## config.mk

```make
export PLATFORM = sky130hd
export DESIGN_NAME = flash_program_erase_sequencer_top_flat
export DESIGN_NICKNAME = d
export VERILOG_FILES = /design/src/design/fpes_pkg.sv /design/src/design/fpes_if.sv /design/src/design/fpes_cmd_stage.sv /design/src/design/fpes_phase_gen.sv /design/src/design/fpes_out_stage.sv /design/src/design/flash_program_erase_sequencer_top.sv /design/src/flat_wrapper.sv
export SDC_FILE = /design/constraint.sdc
export NUM_CORES = 1
export LEC_CHECK = 0
export ABC_AREA = 0
export BUFFER_PORTS_ARGS = -buffer_cell sky130_fd_sc_hd__buf_2
export CELL_PAD_IN_SITES_DETAIL_PLACEMENT = 0
export CELL_PAD_IN_SITES_GLOBAL_PLACEMENT = 2
export CORE_MARGIN = 2
export CORE_UTILIZATION = 23
export CTS_BUF_LIST = sky130_fd_sc_hd__clkbuf_16
export DETAILED_ROUTE_END_ITERATION = 8
export PLACE_DENSITY = 0.65
export SLEW_MARGIN = 10
export SYNTH_ARGS = -nofsm -noshare
export SYNTH_HDL_FRONTEND = slang
export SYNTH_SLANG_ARGS = --single-unit
export TNS_END_PERCENT = 10
```

## constraint.sdc

```tcl
create_clock -name clk -period 7.2 [get_ports clk]
set_input_delay 1.44 -clock clk [delete_from_list [all_inputs] [get_ports clk]]
set_output_delay 1.44 -clock clk [all_outputs]
set_load 0.01 [all_outputs]
```

## src/design/fpes_pkg.sv

```systemverilog
// Shared types, command codes, strobe masks and phase hold times for the
// flash program/erase sequencer. No dependencies.
package fpes_pkg;

  localparam int unsigned PHASE_W = 5;  // phase index, up to 18 phases

  // command codes
  localparam logic [2:0] OP_ERASE_MAIN = 3'd0;
  localparam logic [2:0] OP_WRITE_MAIN = 3'd1;
  localparam logic [2:0] OP_WRITE_INFO = 3'd2;
  localparam logic [2:0] OP_READ_INFO  = 3'd3;
  localparam logic [2:0] OP_ERASE_INFO = 3'd4;

  // strobe bits
  localparam logic [7:0] S_XE    = 8'h01;
  localparam logic [7:0] S_YE    = 8'h02;
  localparam logic [7:0] S_SE    = 8'h04;
  localparam logic [7:0] S_ERASE = 8'h08;
  localparam logic [7:0] S_PROG  = 8'h10;
  localparam logic [7:0] S_NVSTR = 8'h20;
  localparam logic [7:0] S_IFREN = 8'h40;
  localparam logic [7:0] S_CON   = 8'h80;

  // hold times in microseconds
  localparam logic [15:0] HOLD_0     = 16'd0;
  localparam logic [15:0] HOLD_1     = 16'd1;
  localparam logic [15:0] HOLD_5     = 16'd5;
  localparam logic [15:0] HOLD_10    = 16'd10;
  localparam logic [15:0] HOLD_20    = 16'd20;
  localparam logic [15:0] HOLD_40    = 16'd40;
  localparam logic [15:0] HOLD_ERASE = 16'd40000;

  // last phase index of each command
  localparam logic [PHASE_W-1:0] LAST_ERASE_MAIN = 5'd17;
  localparam logic [PHASE_W-1:0] LAST_WRITE      = 5'd7;
  localparam logic [PHASE_W-1:0] LAST_READ       = 5'd2;
  localparam logic [PHASE_W-1:0] LAST_ERASE_INFO = 5'd5;

  typedef struct packed {
    logic [2:0]  op;
    logic [31:0] address;
    logic [31:0] write_value;
  } cmd_t;

  typedef struct packed {
    logic [7:0]  strobes;
    logic [31:0] macro_address;
    logic [31:0] macro_data;
    logic [15:0] hold_us;
    logic        sample_read;
    logic        last;
    logic        rejected;
  } phase_t;

  // strobes and hold of one step of an erase pass on top of a base word
  function automatic logic [23:0] erase_step(input logic [7:0] base,
                                             input logic [1:0] step);
    logic [23:0] r;
    unique case (step)
      2'd0:    r = {base | S_XE | S_ERASE, HOLD_5};
      2'd1:    r = {base | S_XE | S_ERASE | S_NVSTR, HOLD_ERASE};
      2'd2:    r = {base | S_XE | S_NVSTR, HOLD_5};
      default: r = {base, HOLD_1};
    endcase
    return r;
  endfunction

endpackage

```

## src/design/fpes_if.sv

```systemverilog
// Valid/ready channel interfaces: command requests in, phase requests out.
// Depends on nothing.
interface fpes_cmd_if;
  logic        valid;
  logic        ready;
  logic [2:0]  op;
  logic [31:0] address;
  logic [31:0] write_value;

  modport source (output valid, op, address, write_value, input ready);
  modport sink   (input valid, op, address, write_value, output ready);
endinterface

interface fpes_phase_if;
  logic        valid;
  logic        ready;
  logic [7:0]  strobes;
  logic [31:0] macro_address;
  logic [31:0] macro_data;
  logic [15:0] hold_us;
  logic        sample_read;
  logic        last;
  logic        rejected;

  modport source (output valid, strobes, macro_address, macro_data, hold_us,
                  sample_read, last, rejected, input ready);
  modport sink   (input valid, strobes, macro_address, macro_data, hold_us,
                  sample_read, last, rejected, output ready);
endinterface

```

## src/design/fpes_cmd_stage.sv

```systemverilog
// Command register and phase counter; takes the next command as the last
// phase of the current one leaves. Depends on fpes_pkg, fpes_if.
module fpes_cmd_stage (
  input  logic                          clk,
  input  logic                          rst,
  fpes_cmd_if.sink                      cmd,
  input  logic                          adv,
  input  logic                          gen_last,
  output fpes_pkg::cmd_t                cur,
  output logic [fpes_pkg::PHASE_W-1:0]  phase_idx,
  output logic                          busy
);

  logic take;
  logic accept;

  assign take      = busy && adv;
  assign cmd.ready = !busy || (take && gen_last);
  assign accept    = cmd.valid && cmd.ready;

  always_ff @(posedge clk) begin
    if (rst) begin
      busy      <= 1'b0;
      phase_idx <= '0;
    end else if (accept) begin
      busy      <= 1'b1;
      phase_idx <= '0;
    end else if (take) begin
      if (gen_last) begin
        busy <= 1'b0;
      end else begin
        phase_idx <= phase_idx + 1'b1;
      end
    end
  end

  always_ff @(posedge clk) begin
    if (accept) begin
      cur <= '{op: cmd.op, address: cmd.address, write_value: cmd.write_value};
    end
  end

endmodule

```

## src/design/fpes_phase_gen.sv

```systemverilog
// Phase decode: strobes, address, data and hold of one phase of a command.
// Pure logic. Depends on fpes_pkg.
module fpes_phase_gen (
  input  fpes_pkg::cmd_t               cur,
  input  logic [fpes_pkg::PHASE_W-1:0] phase_idx,
  output fpes_pkg::phase_t             phase
);

  logic [fpes_pkg::PHASE_W-1:0] q;
  logic [7:0]                   base;
  logic [23:0]                  es;
  logic [31:0]                  sect_addr;
  logic [31:0]                  info_addr;

  assign q         = phase_idx - 1'b1;
  assign sect_addr = {cur.address[31:4], q[3:2], cur.address[1:0]};
  assign info_addr = {12'd0, cur.address[19:12], 8'd0, cur.address[3:0]};

  always_comb begin
    phase = '0;
    base  = '0;
    es    = '0;
    unique case (cur.op)
      fpes_pkg::OP_ERASE_MAIN: begin
        base = fpes_pkg::S_CON;
        es   = fpes_pkg::erase_step(base, q[1:0]);
        if (phase_idx == '0) begin
          phase.strobes       = base;
          phase.macro_address = cur.address;
        end else if (phase_idx == fpes_pkg::LAST_ERASE_MAIN) begin
          // exit keeps the sector 3 address
          phase.macro_address = {cur.address[31:4], 2'd3, cur.address[1:0]};
          phase.last          = 1'b1;
        end else begin
          phase.strobes       = es[23:16];
          phase.hold_us       = es[15:0];
          phase.macro_address = sect_addr;
        end
      end
      fpes_pkg::OP_WRITE_MAIN, fpes_pkg::OP_WRITE_INFO: begin
        base = (cur.op == fpes_pkg::OP_WRITE_INFO) ?
               (fpes_pkg::S_CON | fpes_pkg::S_IFREN) : fpes_pkg::S_CON;
        phase.macro_address = cur.address;
        phase.macro_data    = cur.write_value;
        unique case (phase_idx[2:0])
          3'd0: phase.strobes = base;
          3'd1: begin
            phase.strobes = base | fpes_pkg::S_XE | fpes_pkg::S_PROG;
            phase.hold_us = fpes_pkg::HOLD_5;
          end
          3'd2: begin
            phase.strobes = base | fpes_pkg::S_XE | fpes_pkg::S_PROG |
                            fpes_pkg::S_NVSTR;
            phase.hold_us = fpes_pkg::HOLD_10;
          end
          3'd3: begin
            phase.strobes = base | fpes_pkg::S_XE | fpes_pkg::S_PROG |
                            fpes_pkg::S_NVSTR | fpes_pkg::S_YE;
            phase.hold_us = fpes_pkg::HOLD_40;
          end
          3'd4: begin
            phase.strobes = base | fpes_pkg::S_XE | fpes_pkg::S_PROG |
                            fpes_pkg::S_NVSTR;
            phase.hold_us = (cur.op == fpes_pkg::OP_WRITE_INFO) ?
                            fpes_pkg::HOLD_20 : fpes_pkg::HOLD_1;
          end
          3'd5: begin
            phase.strobes = base | fpes_pkg::S_XE | fpes_pkg::S_NVSTR;
            phase.hold_us = fpes_pkg::HOLD_5;
          end
          3'd6: begin
            phase.strobes = base;
            phase.hold_us = fpes_pkg::HOLD_1;
          end
          default: phase.last = 1'b1;
        endcase
      end
      fpes_pkg::OP_READ_INFO: begin
        base = fpes_pkg::S_CON | fpes_pkg::S_IFREN;
        phase.macro_address = cur.address;
        if (phase_idx == '0) begin
          phase.strobes = base;
        end else if (phase_idx == fpes_pkg::LAST_READ) begin
          phase.last = 1'b1;
        end else begin
          phase.strobes     = base | fpes_pkg::S_XE | fpes_pkg::S_YE |
                              fpes_pkg::S_SE;
          phase.hold_us     = fpes_pkg::HOLD_1;
          phase.sample_read = 1'b1;
        end
      end
      fpes_pkg::OP_ERASE_INFO: begin
        base = fpes_pkg::S_CON | fpes_pkg::S_IFREN;
        es   = fpes_pkg::erase_step(base, q[1:0]);
        if (cur.address[1:0] != 2'b00) begin
          // misaligned word: single refused phase
          phase.last     = 1'b1;
          phase.rejected = 1'b1;
        end else if (phase_idx == '0) begin
          phase.strobes       = base;
          phase.macro_address = info_addr;
        end else if (phase_idx == fpes_pkg::LAST_ERASE_INFO) begin
          phase.strobes       = fpes_pkg::S_IFREN;
          phase.macro_address = info_addr;
          phase.last          = 1'b1;
        end else begin
          phase.strobes       = es[23:16];
          phase.hold_us       = es[15:0];
          phase.macro_address = info_addr;
        end
      end
      default: begin
        phase.last     = 1'b1;
        phase.rejected = 1'b1;
      end
    endcase
  end

endmodule

```

## src/design/fpes_out_stage.sv

```systemverilog
// Phase output register; loads a new phase while a command is busy and the
// register is empty or being drained. Depends on fpes_pkg, fpes_if.
module fpes_out_stage (
  input  logic             clk,
  input  logic             rst,
  input  logic             busy,
  input  fpes_pkg::phase_t next,
  output logic             adv,
  fpes_phase_if.source     phase
);

  fpes_pkg::phase_t held;

  assign adv = busy && (!phase.valid || phase.ready);

  always_ff @(posedge clk) begin
    if (rst) begin
      phase.valid <= 1'b0;
    end else if (adv) begin
      phase.valid <= 1'b1;
    end else if (phase.ready) begin
      phase.valid <= 1'b0;
    end
  end

  always_ff @(posedge clk) begin
    if (adv) begin
      held <= next;
    end
  end

  assign phase.strobes       = held.strobes;
  assign phase.macro_address = held.macro_address;
  assign phase.macro_data    = held.macro_data;
  assign phase.hold_us       = held.hold_us;
  assign phase.sample_read   = held.sample_read;
  assign phase.last          = held.last;
  assign phase.rejected      = held.rejected;

endmodule

```

## src/design/flash_program_erase_sequencer_top.sv

```systemverilog
// Flash program/erase sequencer top: command register, phase decode, phase
// output register. Depends on fpes_pkg, fpes_if and the three stages.
//
//   port    dir  payload                                         handshake
//   cmd     in   op, address, write_value                        valid/ready
//   phase   out  strobes, macro_address, macro_data, hold_us,    valid/ready
//                sample_read, last, rejected
//
// One phase request leaves per cycle while a command is in progress and phase
// is not stalled; a command issues 18 phases (main erase), 8 (writes), 6
// (info erase), 3 (info read) or 1 (refused), set by the phase counter in the
// command register. The next command is taken in the cycle its predecessor's
// last phase enters the output register. Reset (rst, synchronous) empties both
// registers. A stall on phase holds the counter and the output register.
module flash_program_erase_sequencer_top (
  input  logic         clk,
  input  logic         rst,
  fpes_cmd_if.sink     cmd,
  fpes_phase_if.source phase
);

  fpes_pkg::cmd_t               cur;
  fpes_pkg::phase_t             next;
  logic [fpes_pkg::PHASE_W-1:0] phase_idx;
  logic                         busy;
  logic                         adv;

  fpes_cmd_stage u_cmd (
    .clk       (clk),
    .rst       (rst),
    .cmd       (cmd),
    .adv       (adv),
    .gen_last  (next.last),
    .cur       (cur),
    .phase_idx (phase_idx),
    .busy      (busy)
  );

  fpes_phase_gen u_gen (
    .cur       (cur),
    .phase_idx (phase_idx),
    .phase     (next)
  );

  fpes_out_stage u_out (
    .clk   (clk),
    .rst   (rst),
    .busy  (busy),
    .next  (next),
    .adv   (adv),
    .phase (phase)
  );

endmodule

```

## src/flat_wrapper.sv

```systemverilog
// flat-port wrapper written by rule: the top's interface ports become plain ports
module flash_program_erase_sequencer_top_flat 
  (clk, rst, cmd_valid, cmd_op, cmd_address, cmd_write_value, cmd_ready, phase_valid, phase_strobes, phase_macro_address, phase_macro_data, phase_hold_us, phase_sample_read, phase_last, phase_rejected, phase_ready);
  fpes_cmd_if cmd_i ();
  fpes_phase_if phase_i ();
  input  logic clk;
  input  logic rst;
  input wire logic [$bits(cmd_i.valid)-1:0] cmd_valid;
  input wire logic [$bits(cmd_i.op)-1:0] cmd_op;
  input wire logic [$bits(cmd_i.address)-1:0] cmd_address;
  input wire logic [$bits(cmd_i.write_value)-1:0] cmd_write_value;
  output wire logic [$bits(cmd_i.ready)-1:0] cmd_ready;
  output wire logic [$bits(phase_i.valid)-1:0] phase_valid;
  output wire logic [$bits(phase_i.strobes)-1:0] phase_strobes;
  output wire logic [$bits(phase_i.macro_address)-1:0] phase_macro_address;
  output wire logic [$bits(phase_i.macro_data)-1:0] phase_macro_data;
  output wire logic [$bits(phase_i.hold_us)-1:0] phase_hold_us;
  output wire logic [$bits(phase_i.sample_read)-1:0] phase_sample_read;
  output wire logic [$bits(phase_i.last)-1:0] phase_last;
  output wire logic [$bits(phase_i.rejected)-1:0] phase_rejected;
  input wire logic [$bits(phase_i.ready)-1:0] phase_ready;
  assign cmd_i.valid = cmd_valid;
  assign cmd_i.op = cmd_op;
  assign cmd_i.address = cmd_address;
  assign cmd_i.write_value = cmd_write_value;
  assign cmd_ready = cmd_i.ready;
  assign phase_valid = phase_i.valid;
  assign phase_strobes = phase_i.strobes;
  assign phase_macro_address = phase_i.macro_address;
  assign phase_macro_data = phase_i.macro_data;
  assign phase_hold_us = phase_i.hold_us;
  assign phase_sample_read = phase_i.sample_read;
  assign phase_last = phase_i.last;
  assign phase_rejected = phase_i.rejected;
  assign phase_i.ready = phase_ready;
  flash_program_erase_sequencer_top u_core (.clk(clk), .rst(rst), .cmd(cmd_i), .phase(phase_i));
endmodule
```

==> results.txt, run 1 <==
----------------------------------------------------
[Run status]
  Run status ... finished, final reports clean

[Place]
  Hpwl dp ... 8.98 mm
  Setup WS pre-CTS ... 3.27 ns
  Final estimated routing congestion in global placement ... 0.776
  Number of buffers added on ports ... ~160

[Worst setup path]
  Setup CP Type ... flip-flop to output pin
  Crit path arrival time ... slightly below 3 ns
  Endpoint of the lowest-slack register-to-register path ... u_core.u_cmd.cur[44]$_DFFE_PP_
  Worst setup EP type ... output pin
  Worst Path Max Fanout ... 15
  R2r worst-path depth ... 8
  Register-to-register setup slack ... 3.60 ns
  Crit Reg-Reg Startpoint ... u_core.u_cmd.phase_idx[2]$_SDFFE_PP0P_
  Crit path launch type ... flip-flop
  Required time reported for the critical path endpoint ... about 5.8 ns

[Pwr]
  Gate power share ... between 6 and 7%
  Clock network fraction of total power ... a little over two fifths
  Leakage power total ... slightly below 3 nW
  Power per Cell Area ... about 270 nW/µm²
  Share of total power consumed by net switching ... roughly 23%
  Switching power total ... roughly 470 µW
  Worst ir drop on vdd ... 0.000123 V
  Flop pwr share ... a little over half
  Internal power ... around 1.6 mW

[Floorplan]
  Number of placement rows ... 58
  Starting density of the core ... 23.4%
  Core region area ... roughly 25000 µm²
  I/O Pins ... around 160
  DIE WIDTH ... roughly 160 µm
  Y dimension of the die ... between 150 and 200 µm
  Die area ... 26900 µm²

[Logic synthesis]
  Top cells by area in the synthesized netlist ... edfxtp_1, and2_1, nor2b_1, dfxtp_1, ha_1
  Synthesized cell area ... approximately 5900 µm²
  Proportion of register bits with asynchronous set or reset after synthesis ... 0%
  Sequential share of the synthesized area ... 78.5%
  Post-synthesis sequential element count ... 156
  Cell count after synthesis ... between 300 and 400
  Most used flip-flop cell after synthesis ... edfxtp_1
  Synthesis Warnings ... 0
  Count of different cell masters after synthesis ... between 40 and 50
  Number of enable-type register cells in the synthesized netlist ... roughly 150
  Synth area leader ... edfxtp_1
  Synth Area per Inst ... 16.7 µm²
  Share of Yosys cell area claimed by the top area cell type ... between 70% and 80%

[Final layout]
  Area growth, synth to finish ... 28.9%
  Most common library cell in the layout ignoring fill and taps ... buf_2
  Layout net count ... ~600
  Top library cells by usage in the layout, fill and taps aside ... buf_2, edfxtp_1, and2_1
  Fraction of layout instances using a drive strength above 1 ... a little under two fifths

[Routing]
  Number of nets still failing antenna checks after routing ... 0
  Number of vias per cell ... just under 4
  Wire length per cell after detailed routing ... ~15 µm
  Number of DRC violations after detailed routing ... 0
  DRC marker count from the first detailed-route iteration ... between 100 and 150
  Count of vias placed by the detailed router ... ~3400
  Final Routed Wirelength ... 12.7 mm
  Router iterations before antenna repair ... 4

[Timing]
  Max-slew headroom ... between 30% and 40%
  Number of setup violations in the final report ... 0
  Final Critical Period ... around 4.4 ns
  Final number of max-transition violations ... 0
  Final worst path period share ... between 60% and 70%
  Worst hold slack ... between 0.5 and 0.6 ns
  Fin. Hold Viols ... 0
  Pin slew with the least headroom to its limit ... about 0.94 ns
  Setup ws final ... 2.79 ns
  Clk_skew ... 0.00823 ns
  Timing-limited maximum frequency ... between 0.2 and 0.25 GHz
  Summed negative setup slack over all endpoints ... 0 ns
  Unrepaired setup endpoints after global routing ... no

[GRT]
  Global-route wire length before repair ... 19.5 mm
  Overflow after GRT ... 0
  Antenna violations before repair ... 1
  Maximum number of pins on one net before global-route repair ... between 60 and 70
  Global-route usage over all layers ... under 10%
  Number of global-route vias before repair ... around 3500

[CTS]
  TritonCTS buffer count ... 17
  Max Root-Sink Buffers ... 2
  Clock Tree Root ... clkbuf_16
  CTS tree ... built
  Clock transition at the register clock pins on the worst setup and hold paths after CTS ... approximately 0.060 ns
  Post-CTS Resized ... 0
  Post-CTS Repair Setup Buffers ... 0
  Post-CTS Hold Fix Bufs ... 0
  Worst-Skew Late Latency ... between 0.4 and 0.5 ns
  Total number of H-tree levels ... 4
  Number of clock sinks seen by CTS ... ~160

[Min path]
  Class of the most critical hold timing path ... flip-flop to flip-flop
  Hold_sp ... u_core.u_cmd.busy$_SDFFE_PP0P_
  Destination of the worst hold path ... u_core.u_out.phase.valid$_SDFFE_PP0P_
  Number of cells traversed by the worst hold path ... 2

[Run]
  Maximum capacitance violations ... 0

----------------------------------------------------
[worst max-delay path: stages, from the launching register on]
cell      delay [ns]
dfxtp_1         0.62
inv_1           0.18
ha_1            0.26
or4_1           0.60
a211o_1         0.29
o221ai_4        0.12
inv_2           0.15
o21ai_2         0.18
buf_2           0.16
[state kept, by name (all words and copies together), names as in the netlist]
| name | flops |
|---|---|
| u_core.u_out.phase.rejected | 1 |
| u_core.u_out.phase.valid | 1 |
| u_core.u_cmd.cur | 67 |
| u_core.u_out.phase.last | 1 |
| u_core.u_out.phase.macro_address | 32 |
| u_core.u_cmd.busy | 1 |
| u_core.u_out.phase.hold_us | 7 |
| u_core.u_out.phase.strobes | 8 |
| u_core.u_cmd.phase_idx | 5 |
| u_core.u_out.phase.macro_data | 32 |
| u_core.u_out.phase.sample_read | 1 |
[power groups by stage]
stage	Clock (mW)	Combinational [mW]	Sequential [mW]
final	0.857	0.125	1.07
after global routing	0.922	0.139	1.07
after CTS	0.887	0.129	1.07
after detailed placement	0	0.129	1.09
after global placement	0	0.127	1.09
after floorplan	0	0.0584	1.10
[stage by stage]
step           utilization (%)  power (mW)  instances  area (µm²)
6_report                  30.2        2.05        859        7580
5_1_grt                   30.2        2.13        858        7580
4_1_cts                   30.2        2.09        858        7580
3_5_place_dp              27.9        1.22        826        7020
3_3_place_gp              27.9        1.21        826        7020
2_1_floorplan                -        1.16        356        5900
[layer usage]
metal	part of all wire, %	vias up	global-route usage, %	wire length, µm
met1	44	1637	12.1	5600
met2	48	118	15.5	6080
met3	6.5	15	3.71	829
li1	-	1624	-	-
met5	0.13	-	0	16
met4	1.5	2	3.19	195
[synthesized netlist by cell type, types with 2 or more instances]
master,n
o21ai_0,10
nand3_1,5
buf_4,9
dfxtp_1,7
nor2_1,4
nor3_1,5
a21oi_1,17
and4_1,2
buf_1,2
ha_1,9
edfxtp_1,149
o31ai_1,4
inv_1,10
nand2_1,10
a32oi_1,2
nor2b_1,23
clkbuf_1,9
o211ai_1,2
or4_1,3
o311ai_0,2
nand2b_1,5
xnor2_1,2
and2_1,42
[logic make-up (layout without fill, tap and decap cells)]
group,after synthesis,count (layout),synth area share (%)
other cells,1,6,0.0638
xor+xnor,2,2,0.298
fa+ha+maj,9,9,1.91
buf+inv,32,204,2.64
simple gates,103,103,10.7
flops,156,156,78.5
compound gates,49,49,5.96
[worst max-delay path by stage]
| stage | start | to | depth (start not counted) |
|---|---|---|---|
| 2_1_floorplan | u_core.u_cmd.phase_idx[2]$_SDFFE_PP0P_ | u_core.u_cmd.cur[0]$_DFFE_PP_ | 9 |
| 3_3_place_gp | u_core.u_cmd.phase_idx[2]$_SDFFE_PP0P_ | cmd_ready | 8 |
| 3_5_place_dp | u_core.u_cmd.phase_idx[2]$_SDFFE_PP0P_ | cmd_ready | 8 |
| 4_1_cts | u_core.u_cmd.phase_idx[2]$_SDFFE_PP0P_ | cmd_ready | 8 |
| 5_1_grt | u_core.u_cmd.phase_idx[2]$_SDFFE_PP0P_ | cmd_ready | 8 |
| 6_report | u_core.u_cmd.phase_idx[2]$_SDFFE_PP0P_ | cmd_ready | 8 |
[area by class of cell]
cell class	count	area [µm²]
Fill cell	2576	17500
Sequential cell	156	4610
Multi-Input combinational cell	168	1130
Timing Repair Buffer	161	813
Clock buffer	17	425
Tap cell	330	413
Clock inverter	15	139
Inverter	11	42.5
Antenna cell	1	2.50
(Power assumes the default switching activity.)
==> inputs of run 2 (changes only) <==
==> constraint.sdc (replaced) <==
create_clock -name clk -period 4.1 [get_ports clk]
set_input_delay 0.82 -clock clk [delete_from_list [all_inputs] [get_ports clk]]
set_output_delay 0.82 -clock clk [all_outputs]
set_load 0.01 [all_outputs]
==> run 2 against run 1 <==
  * Critical path depth did not move
  * Non-clock buffer count is 1 higher
  * Via count is 0.21% higher
  * Sequential share of layout area fell by 0.41 points
  * Clock-buffer cell count unchanged
  * Utilization rose by 0.20 points
  * Global-route usage grew 0.11 points
  * Power rose by 79%
  * Sequential power up 76%
  * Clock power is 84% higher
  * Register-to-register slack got worse by 2.9 ns
  * Combinational power is 78% higher
  * Critical path type unchanged
  * Critical endpoint unchanged
==> results.txt, run 2 (synthesis results as in run 1) <==
----------------------------------------------------
[GRT]
  Global-route usage over all layers ... 9.80% (+0.11 points)
  Overflow after GRT ... 0 (unchanged)
  Global-route track usage on met1 ... 11.7% (-0.44 points)
  Antenna violations before repair ... 4 (+3)
  Met2 Use GR ... 15.6% (+0.11 points)
  Number of global-route vias before repair ... 3463 (+0.14%)
  Grt met3 use ... 4.62% (+0.91 points)
  Maximum number of pins on one net before global-route repair ... 87 (+28%)
  Most Crowded Layer GR ... met2
  Global-route wire length before repair ... 19.6 mm (+0.25%)

[Place]
  Area after DPL ... 7040 µm² (+0.30%)
  Final estimated routing congestion in global placement ... 0.784 (+1.0%)
  Placed Instances ... 827 (+0.12%)
  Hpwl dp ... 8.93 mm (-0.49%)
  Number of buffers added on ports ... 158 (unchanged)

[CTS]
  TritonCTS buffer count ... 17 (unchanged)
  Clock Tree Root ... clkbuf_16
  Clock transition at the register clock pins on the worst setup and hold paths after CTS ... 0.07 ns (about the same)
  Total number of H-tree levels ... 4 (unchanged)
  Max Root-Sink Buffers ... 2 (unchanged)
  Post-CTS Resized ... 0 (unchanged)
  Post-CTS Hold Fix Bufs ... 0 (unchanged)
  Post-CTS Repair Setup Buffers ... 0 (unchanged)
  Number of clock sinks seen by CTS ... 156 (unchanged)
  CTS tree ... built
  Worst-Skew Late Latency ... 0.42 ns (about the same)

[Worst setup path]
  Crit path arrival time ... 2.97 ns (about the same)
  Required time reported for the critical path endpoint ... 3.28 ns (-2.48 ns)
  Crit path launch type ... flip-flop
  Worst setup EP type ... output pin
  R2r worst-path depth ... 9 (+1)
  Worst Path Max Fanout ... 15 (unchanged)
  Setup CP Type ... flip-flop to output pin

[Timing]
  Final number of max-transition violations ... 0 (unchanged)
  Worst hold slack ... 0.502 ns (-0.00775 ns)
  Clk_skew ... 0.00670 ns (-0.00153 ns)
  Final Critical Period ... 3.79 ns
  Final worst path period share ... between 90% and 100%
  Timing-limited maximum frequency ... around 0.26 GHz
  Unrepaired setup endpoints after global routing ... no
  Max-slew headroom ... 27.3% (-10 points)
  Fin. Hold Viols ... 0 (unchanged)
  Pin slew with the least headroom to its limit ... 1.09 ns (+0.154 ns)
  Summed negative setup slack over all endpoints ... 0 ns (unchanged)
  Number of setup violations in the final report ... 0 (unchanged)

[Final layout]
  Cell area after layout ... 7630 µm² (+0.68%)
  Seq. cell area ... 4610 µm² (unchanged)
  Area growth, synth to finish ... 29.8%
  Area of combinational cells with multiple inputs ... 1130 µm² (unchanged)
  Fraction of layout instances using a drive strength above 1 ... 38.2% (-0.072 points)
  Non-filler instance count after layout ... 862 (+0.35%)
  Final-layout fill cell count ... 2585 (+0.35%)
  Layout Utilization ... 30.4% (+0.20 points)
  Number of flip-flops in the largest register ... 67 (unchanged)
  Top library cells by usage in the layout, fill and taps aside ... buf_2, edfxtp_1, and2_1
  Biggest register ... u_core.u_cmd.cur
  Most common library cell in the layout ignoring fill and taps ... buf_2
  Layout net count ... 596 (+0.17%)

[Floorplan]
  Y dimension of the die ... 164 µm (unchanged)
  Starting density of the core ... 23.4% (unchanged)
  Number of placement rows ... 58 (unchanged)
  Core region area ... 25100 µm² (unchanged)
  I/O Pins ... 164 (unchanged)
  DIE WIDTH ... 164 µm (unchanged)
  Die area ... 26900 µm² (unchanged)

[Routing]
  Number of nets still failing antenna checks after routing ... 0 (unchanged)
  Count of vias placed by the detailed router ... 3403 (+0.21%)
  Router iterations before antenna repair ... 4 (unchanged)
  Final Routed Wirelength ... 12.8 mm (+0.37%)
  DRC marker count from the first detailed-route iteration ... 141 (+3.7%)
  Number of DRC violations after detailed routing ... 0 (unchanged)
  Number of vias per cell ... 3.95 (-0.14%)
  Wire length per cell after detailed routing ... 14.8 µm (about the same)

[Min path]
  Number of cells traversed by the worst hold path ... 2 (unchanged)
  Class of the most critical hold timing path ... flip-flop to flip-flop

[Pwr]
  Worst ir drop on vdd ... 0.000226 V (+84%)
  Power per Cell Area ... 482 nW/µm² (+78%)
  Leakage power total ... 2.93 nW (+0.71%)

[Run]
  Maximum capacitance violations ... 0 (unchanged)

[Run status]
  Run status ... finished, final reports clean

----------------------------------------------------
run 2: cell types whose count changed in the layout (fill, tap and decap cells not counted):
cell / delta
clkinv_2: -2
clkinv_4: -2
diode_2: +2
inv_8: +2
buf_12: +1
bufinv_16: +1
clkinv_1: +1
inv_4: +1
inv_6: -1
run 2: final cells by class:
type | instances | share of cell area (%)
sequential | 156 | 60.4
multi-input combinational | 168 | 14.8
timing repair buffer | 162 | 10.9
clock buffer | 17 | 5.57
tap | 330 | 5.41
clock inverter | 15 | 2.15
inverter | 11 | 0.574
antenna | 3 | 0.0983
run 2: metal layers:
metal	vias up	part of all wire [%]
met5	-	0.10
met4	2	1.1
met3	11	8.5
met2	122	48
met1	1631	42
li1	1637	-
run 2: metrics by stage:
step           worst slack, ns  total power [mW]
4_1_cts                  0.280              3.75
5_1_grt                 0.0771              3.84
6_report                 0.308              3.68
3_3_place_gp             0.780              2.14
2_1_floorplan            0.521              2.03
3_5_place_dp             0.706              2.14
run 2: final timing paths:
check	startpoint	endpoint	slack [ns]
worst min-delay path	u_core.u_cmd.busy$_SDFFE_PP0P_	u_core.u_out.phase.valid$_SDFFE_PP0P_	0.50
worst min register to register	u_core.u_cmd.busy$_SDFFE_PP0P_	u_core.u_out.phase.valid$_SDFFE_PP0P_	0.50
worst max register to register	u_core.u_cmd.phase_idx[2]$_SDFFE_PP0P_	u_core.u_cmd.cur[50]$_DFFE_PP_	0.73
worst max-delay path	u_core.u_cmd.phase_idx[2]$_SDFFE_PP0P_	cmd_ready	0.31
run 2: power breakdown:
| group | internal (mW) | switching (mW) | leakage, nW |
|---|---|---|---|
| Clock | 0.909 | 0.673 | 0.286 |
| Sequential | 1.85 | 0.0277 | 1.53 |
| Combinational | 0.0847 | 0.137 | 1.12 |
run 2: worst max-delay path: stages (launching register included):
cell and delay, ns:
dfxtp_1 0.63, inv_1 0.18, ha_1 0.25, or4_1 0.59
a211o_1 0.29, o221ai_4 0.12, inv_2 0.14, o21ai_2 0.20
buf_2 0.16
